==> src/rtl/bmhq_pkg.sv <==
// Shared constants, types and command codes of the binary min-heap queue.
package bmhq_pkg;

	localparam int HEAP_DEPTH  = 1024;
	localparam int KEY_BITS    = 16;
	localparam int TAG_BITS    = 10;
	localparam int ADDR_BITS   = $clog2(HEAP_DEPTH);
	localparam int CNT_BITS    = $clog2(HEAP_DEPTH + 1);
	localparam int POS_BITS    = CNT_BITS + 1;
	localparam int ENTRY_BITS  = KEY_BITS + TAG_BITS;
	localparam int MODE_BITS   = 2;
	localparam int STAT_BITS   = 2;
	localparam int S_DATA_BITS = ((KEY_BITS + TAG_BITS + 7) / 8) * 8;
	localparam int M_DATA_BITS = ((KEY_BITS + TAG_BITS + CNT_BITS + 1 + 7) / 8) * 8;

	typedef logic [MODE_BITS-1:0] mode_t;
	typedef logic [STAT_BITS-1:0] stat_t;
	typedef logic [3:0]           op_t;

	localparam mode_t MODE_INSERT = 2'd0;
	localparam mode_t MODE_REMOVE = 2'd1;
	localparam mode_t MODE_CLEAR  = 2'd2;

	localparam stat_t STAT_OK    = 2'd0;
	localparam stat_t STAT_EMPTY = 2'd1;
	localparam stat_t STAT_FULL  = 2'd2;

	// datapath operations issued by the controller, one per cycle
	localparam op_t OP_NONE      = 4'd0;
	localparam op_t OP_LATCH     = 4'd1;
	localparam op_t OP_INS_BEGIN = 4'd2;
	localparam op_t OP_RD_PARENT = 4'd3;
	localparam op_t OP_INS_MOVE  = 4'd4;
	localparam op_t OP_INS_PLACE = 4'd5;
	localparam op_t OP_RD_ENDS   = 4'd6;
	localparam op_t OP_REM_BEGIN = 4'd7;
	localparam op_t OP_RD_KIDS   = 4'd8;
	localparam op_t OP_REM_MOVE  = 4'd9;
	localparam op_t OP_REM_PLACE = 4'd10;
	localparam op_t OP_CLEAR     = 4'd11;

	typedef struct packed {
		logic [KEY_BITS-1:0] key;
		logic [TAG_BITS-1:0] tag;
	} entry_t;

	typedef struct packed {
		op_t   op;
		logic  res_load;
		stat_t res_status;
	} cmd_t;

	typedef struct packed {
		mode_t mode;
		logic  full;
		logic  empty;
		logic  at_root;
		logic  key_lt_parent;
		logic  child_in;
		logic  moved_gt_child;
		logic  out_free;
	} dp_stat_t;

endpackage

==> src/rtl/bmhq_ctrl.sv <==
// Request sequencer of the heap queue: walks insert, remove and clear through the datapath.
module bmhq_ctrl (
	input  logic              clk,
	input  logic              arst_n,
	input  logic              s_tvalid,
	output logic              s_tready,
	input  bmhq_pkg::dp_stat_t st,
	output bmhq_pkg::cmd_t    cmd
);
	import bmhq_pkg::*;

	localparam logic [3:0] ST_IDLE      = 4'd0;
	localparam logic [3:0] ST_DECODE    = 4'd1;
	localparam logic [3:0] ST_INS_CHK   = 4'd2;
	localparam logic [3:0] ST_INS_CMP   = 4'd3;
	localparam logic [3:0] ST_REM_BEGIN = 4'd4;
	localparam logic [3:0] ST_REM_CHK   = 4'd5;
	localparam logic [3:0] ST_REM_CMP   = 4'd6;
	localparam logic [3:0] ST_DONE      = 4'd7;

	logic [3:0] state_q, state_d;
	stat_t      res_q, res_d;

	assign s_tready = (state_q == ST_IDLE);

	always_comb begin
		state_d        = state_q;
		res_d          = res_q;
		cmd.op         = OP_NONE;
		cmd.res_load   = 1'b0;
		cmd.res_status = res_q;
		unique case (state_q)
			ST_IDLE: begin
				if (s_tvalid) begin
					cmd.op  = OP_LATCH;
					state_d = ST_DECODE;
				end
			end
			ST_DECODE: begin
				res_d   = STAT_OK;
				state_d = ST_DONE;
				unique case (st.mode)
					MODE_INSERT: begin
						if (st.full) begin
							res_d = STAT_FULL;
						end else begin
							cmd.op  = OP_INS_BEGIN;
							state_d = ST_INS_CHK;
						end
					end
					MODE_REMOVE: begin
						if (st.empty) begin
							res_d = STAT_EMPTY;
						end else begin
							cmd.op  = OP_RD_ENDS;
							state_d = ST_REM_BEGIN;
						end
					end
					MODE_CLEAR: cmd.op = OP_CLEAR;
					default: ;
				endcase
			end
			ST_INS_CHK: begin
				if (st.at_root) begin
					cmd.op  = OP_INS_PLACE;
					state_d = ST_DONE;
				end else begin
					cmd.op  = OP_RD_PARENT;
					state_d = ST_INS_CMP;
				end
			end
			ST_INS_CMP: begin
				if (st.key_lt_parent) begin
					cmd.op  = OP_INS_MOVE;
					state_d = ST_INS_CHK;
				end else begin
					cmd.op  = OP_INS_PLACE;
					state_d = ST_DONE;
				end
			end
			ST_REM_BEGIN: begin
				cmd.op  = OP_REM_BEGIN;
				state_d = ST_REM_CHK;
			end
			ST_REM_CHK: begin
				if (st.child_in) begin
					cmd.op  = OP_RD_KIDS;
					state_d = ST_REM_CMP;
				end else begin
					cmd.op  = OP_REM_PLACE;
					state_d = ST_DONE;
				end
			end
			ST_REM_CMP: begin
				if (st.moved_gt_child) begin
					cmd.op  = OP_REM_MOVE;
					state_d = ST_REM_CHK;
				end else begin
					cmd.op  = OP_REM_PLACE;
					state_d = ST_DONE;
				end
			end
			ST_DONE: begin
				// hold until the result register is free
				if (st.out_free) begin
					cmd.res_load = 1'b1;
					state_d      = ST_IDLE;
				end
			end
			default: state_d = ST_IDLE;
		endcase
	end

	always_ff @(posedge clk or negedge arst_n) begin
		if (!arst_n) begin
			state_q <= ST_IDLE;
			res_q   <= STAT_OK;
		end else begin
			state_q <= state_d;
			res_q   <= res_d;
		end
	end

endmodule

==> config.mk <==
export PLATFORM = sky130hd
export DESIGN_NAME = bmhq_ctrl
export DESIGN_NICKNAME = d
export VERILOG_FILES = /design/src/rtl/bmhq_pkg.sv /design/src/rtl/bmhq_ctrl.sv
export SDC_FILE = /design/constraint.sdc
export NUM_CORES = 1
export LEC_CHECK = 0
export BUFFER_PORTS_ARGS = -buffer_cell sky130_fd_sc_hd__buf_4
export CELL_PAD_IN_SITES_DETAIL_PLACEMENT = 1
export CELL_PAD_IN_SITES_GLOBAL_PLACEMENT = 1
export CORE_UTILIZATION = 33
export DETAILED_ROUTE_END_ITERATION = 8
export HOLD_SLACK_MARGIN = 0.06
export PLACE_DENSITY_LB_ADDON = 0.1
export SLEW_MARGIN = 10
export SYNTH_ARGS = -nofsm -noshare
export SYNTH_HDL_FRONTEND = slang
export SYNTH_SLANG_ARGS = --single-unit
==> constraint.sdc <==
create_clock -name clk -period 2.9 [get_ports clk]
set_input_delay 0.145 -clock clk [delete_from_list [all_inputs] [get_ports clk]]
set_output_delay 0.145 -clock clk [all_outputs]
set_load 0.02 [all_outputs]
# --- After elaboration in Yosys (flattened, before gate mapping) ---
# Cells that the tools add are included.
op_classes:
  eq_ne: 11
  mux: 24
  reduce_logical: 3
op_table:
  columns: ["cell", "n"]
  rows:
  - ["$pmux 4 s8", 1]
  - ["$pmux 4 s7", 1]
  - ["$eq 4x3->1 const B", 4]
  - ["$mux 3", 5]
  - ["$mux 2", 6]
  - ["$pmux 4 s3", 1]
  - ["$eq 4x2->1 const B", 2]
  - ["$mux 4", 2]
  - ["$mux 1", 6]
  - ["$pmux 3 s2", 1]
  - ["$eq 4x1->1 const B", 1]
  - ["$logic_not 4->1", 1]
  - ["$ne 2x2->1 const B", 2]
  - ["$pmux 2 s2", 1]
  - ["$eq 2x1->1 const B", 1]
  - ["$eq 2x2->1 const B", 1]
  - ["$logic_not 2->1", 1]
  - ["$reduce_and 2->1", 1]
totals:
  register_bits: 6

# --- Logic depth before layout (Yosys ltp) ---
logic_depth:
  ltp_word: 3
  ltp_mapped: 5

# --- Worst setup path after synthesis ---
# Ideal clock, no wire load.
synth_timing:
  path_kind: "register to output"
  start: "reg state_q[1]"
  end: "out cmd[3] (netlist bit)"
  arrival_ns: 1.267
  setup_slack_ns: 1.488
  path_stages_with_launch: 6
  n_path_buf: 1
  path_cell_list: "dfrtp_1 -> buf_2 -> nand2b_4 -> nor3b_2 -> a21oi_1 -> o211ai_1"
synth_lines:
  columns: ["item", "line", "text"]
  rows:
  - ["start, declared", "bmhq_ctrl.sv:21", "logic [3:0] state_q, state_d;"]
  - ["start signal, assigned", "bmhq_ctrl.sv:119", "state_q <= state_d;"]
  - ["end, declared", "bmhq_ctrl.sv:8", "output bmhq_pkg::cmd_t cmd"]

==> metrics <==
Avg Inst Size Synth=7.59 um^2; Netlist Area Pre-Place=roughly 480 um^2; R2R Path Start=state_q[1]; hold path endpoint=res_q[1]; PortBufs=19; clk slew on worst S/H paths=roughly 40 ps; kind of critical path=flip-flop to primary output; CTS tree=yes; DRC Markers=0; class of the worst hold path=primary input to flip-flop; number of vias per cell=~5.4; relative max-transition margin=65.5%; RSZ-0062 raised after global routing=false; antenna cells=0; pre-CTS setup slack=approximately 1300 ps; gr ovfl total=0; clk_lat worst skew=250 ps; vias in the first global route=about 500; Worst Hold Depth=3; Final min period=1860 ps; hold_sp=st[6]; Yosys Warn Count=0; FP Rows=13; setup TNS=0 ps; Final Worst Setup Slack=between 1000 and 1500 ps; Max VDD drop=0.000408 V; Pleak=0.312 nW; worst-path fanout max=17; Seq/Total Area, Yosys=a little over a quarter; Max Clock Skew=roughly 1.6 ps; FMAX=roughly 540 MHz; Register-to-Register Setup Slack=between 1500 and 2000 ps; slew of the pin with the lowest slew margin=just over 500 ps; CP Data Arrival Time=about 1700 ps; most common cell after layout, fill and taps aside=buf_4; Root Driver=clkbuf_4; Initial DRT Pass Iterations=4; routability cong.=0.691; DIE AREA=roughly 1600 um^2; DP HPWL=a little over 1000 um; worst reg-to-reg path cell count=4; initial antenna violation count=0; #FFs+latches synth=5; Starting Density=between 30 and 40%; total number of vias=between 500 and 600; CTS Sinks=5; FILL cells=~180; Yosys cell types=31; Syn Inst Count=63; CTS max path bufs=2; global-route wire length before repair=between 2000 and 2500 um; PwrDens=971 nW/um^2; Wirelength per Cell=13.7 um; H-tree depth=1; Routed Wire Length=around 1300 um; fraction of layout cells with a size suffix above 1=a little over a third; Post-DRT Antenna Nets=0; Critical Path Sink Type=primary output; outcome=completed; most frequent cells in the layout=19 x buf_4, 7 x nand2_1, 5 x a21oi_1, 5 x dfrtp_1; die height=around 40 um; synthesis-to-layout area growth=35.9%; Req. time, crit path=roughly 2800 ps; final hold vios=0; max-slew violation count=0; Tot GR Track Use=about 20%; final setup violation count=0; largest net degree at the start of global routing=18; Max-Cap Viols=0; Iter 0 DRT Violations=3; DIE WIDTH=~40 um; Post-Route Utilization=slightly below 50%; RR Endpoint=state_q[2]; post-cts sizing count=0; crit start category=flip-flop; final cycle utilization of the critical path=~64%; worst hold slack=between 150 and 200 ps; CTS Buf Count=3; placeable core region=1320 um^2; fin nets=between 90 and 100; I/O Pins=20; Synthesized Nets=75
## metrics by stage
| step | power [mW] | instances | cell area [um^2] |
|---|---|---|---|
| after floorplan | 0.425 | 63 | 478 |
| after global placement | 0.540 | 92 | 613 |
| after detailed placement | 0.552 | 92 | 613 |
| after CTS | 0.642 | 97 | 649 |
| after global routing | 0.685 | 97 | 649 |
| final | 0.630 | 97 | 649 |
## state kept, by name (all words and copies together), names as in the netlist
signal and cells:
res_q 2, state_q 3
## layer usage
layer / track usage, % / share of wire [%]
met4: 10.3 / 0.68
met2: 32.7 / 47
met1: 24.5 / 48
met5: 0 / 0
met3: 5.00 / 4.7
## worst max-delay path, cell delays in order, from the launching register on
cell,delay [ps]
dfrtp_1,550
nand2b_4,260
nor3b_2,240
a21oi_1,60
o211ai_1,180
buf_4,170
## cells in the mapped netlist
library cell,n,share of area (%)
o21ai_1,4,4.2
buf_2,3,3.1
nor2_1,4,3.1
nor3b_2,1,2.6
a31oi_1,1,1.3
o21a_1,1,1.6
inv_1,3,2.4
dfrtp_1,5,26
nand4b_1,1,1.8
nand3_1,2,2.1
mux2_2,1,2.4
o22ai_1,1,1.3
a21o_1,1,1.6
nand2_1,7,5.5
nand2b_4,1,2.9
nand2b_1,2,2.6
o21ai_0,4,4.2
a21oi_2,1,1.8
nor3b_4,1,3.9
o211ai_1,1,1.6
buf_4,1,1.6
and3_1,1,1.3
inv_2,1,0.78
clkbuf_1,1,0.78
nor3_1,2,2.1
o22a_1,1,1.8
o311ai_1,1,1.8
o41ai_1,1,1.8
a21oi_1,5,5.2
o22ai_2,1,2.6
nor2b_1,3,3.9
## area by class of cell
class | instances | area, um^2 | share of cell area, %
multi-input cells | 49 | 312 | 48.0
repair buffers | 20 | 153 | 23.5
flip-flops and latches | 5 | 125 | 19.3
clock buffers | 4 | 26.3 | 4.05
well taps | 15 | 18.8 | 2.89
inverters | 4 | 15.0 | 2.31
## power by group
| group | switching, mW | internal [mW] |
|---|---|---|
| Sequential | 0.0838 | 0.0970 |
| Clock | 0.0313 | 0.0522 |
| Combinational | 0.190 | 0.176 |
| Total | 0.305 | 0.325 |
## logic make-up after synthesis
| group | Yosys count | share of synthesized area, % |
|---|---|---|
| compound gates | 23 | 30.9 |
| buf+inv | 9 | 8.64 |
| flops | 5 | 26.2 |
| mux | 1 | 2.36 |
| simple gates | 25 | 31.9 |
## worst max path at each step
stage | from | slack [ps] | end | depth (start not counted)
after floorplan | state_q[1] | 1490 | cmd[3] | 5
after detailed placement | state_q[1] | 1310 | cmd[3] | 5
final | state_q[1] | 1040 | cmd[3] | 5
after global routing | state_q[1] | 970 | cmd[3] | 5
after global placement | state_q[1] | 1390 | cmd[3] | 5
after CTS | state_q[1] | 1030 | cmd[3] | 5
## timing repair
action,in CTS,in global routing
setup buffers,0,0
hold endpoints to repair,5,0
hold buffers,1,0
(Power assumes the default switching activity.)
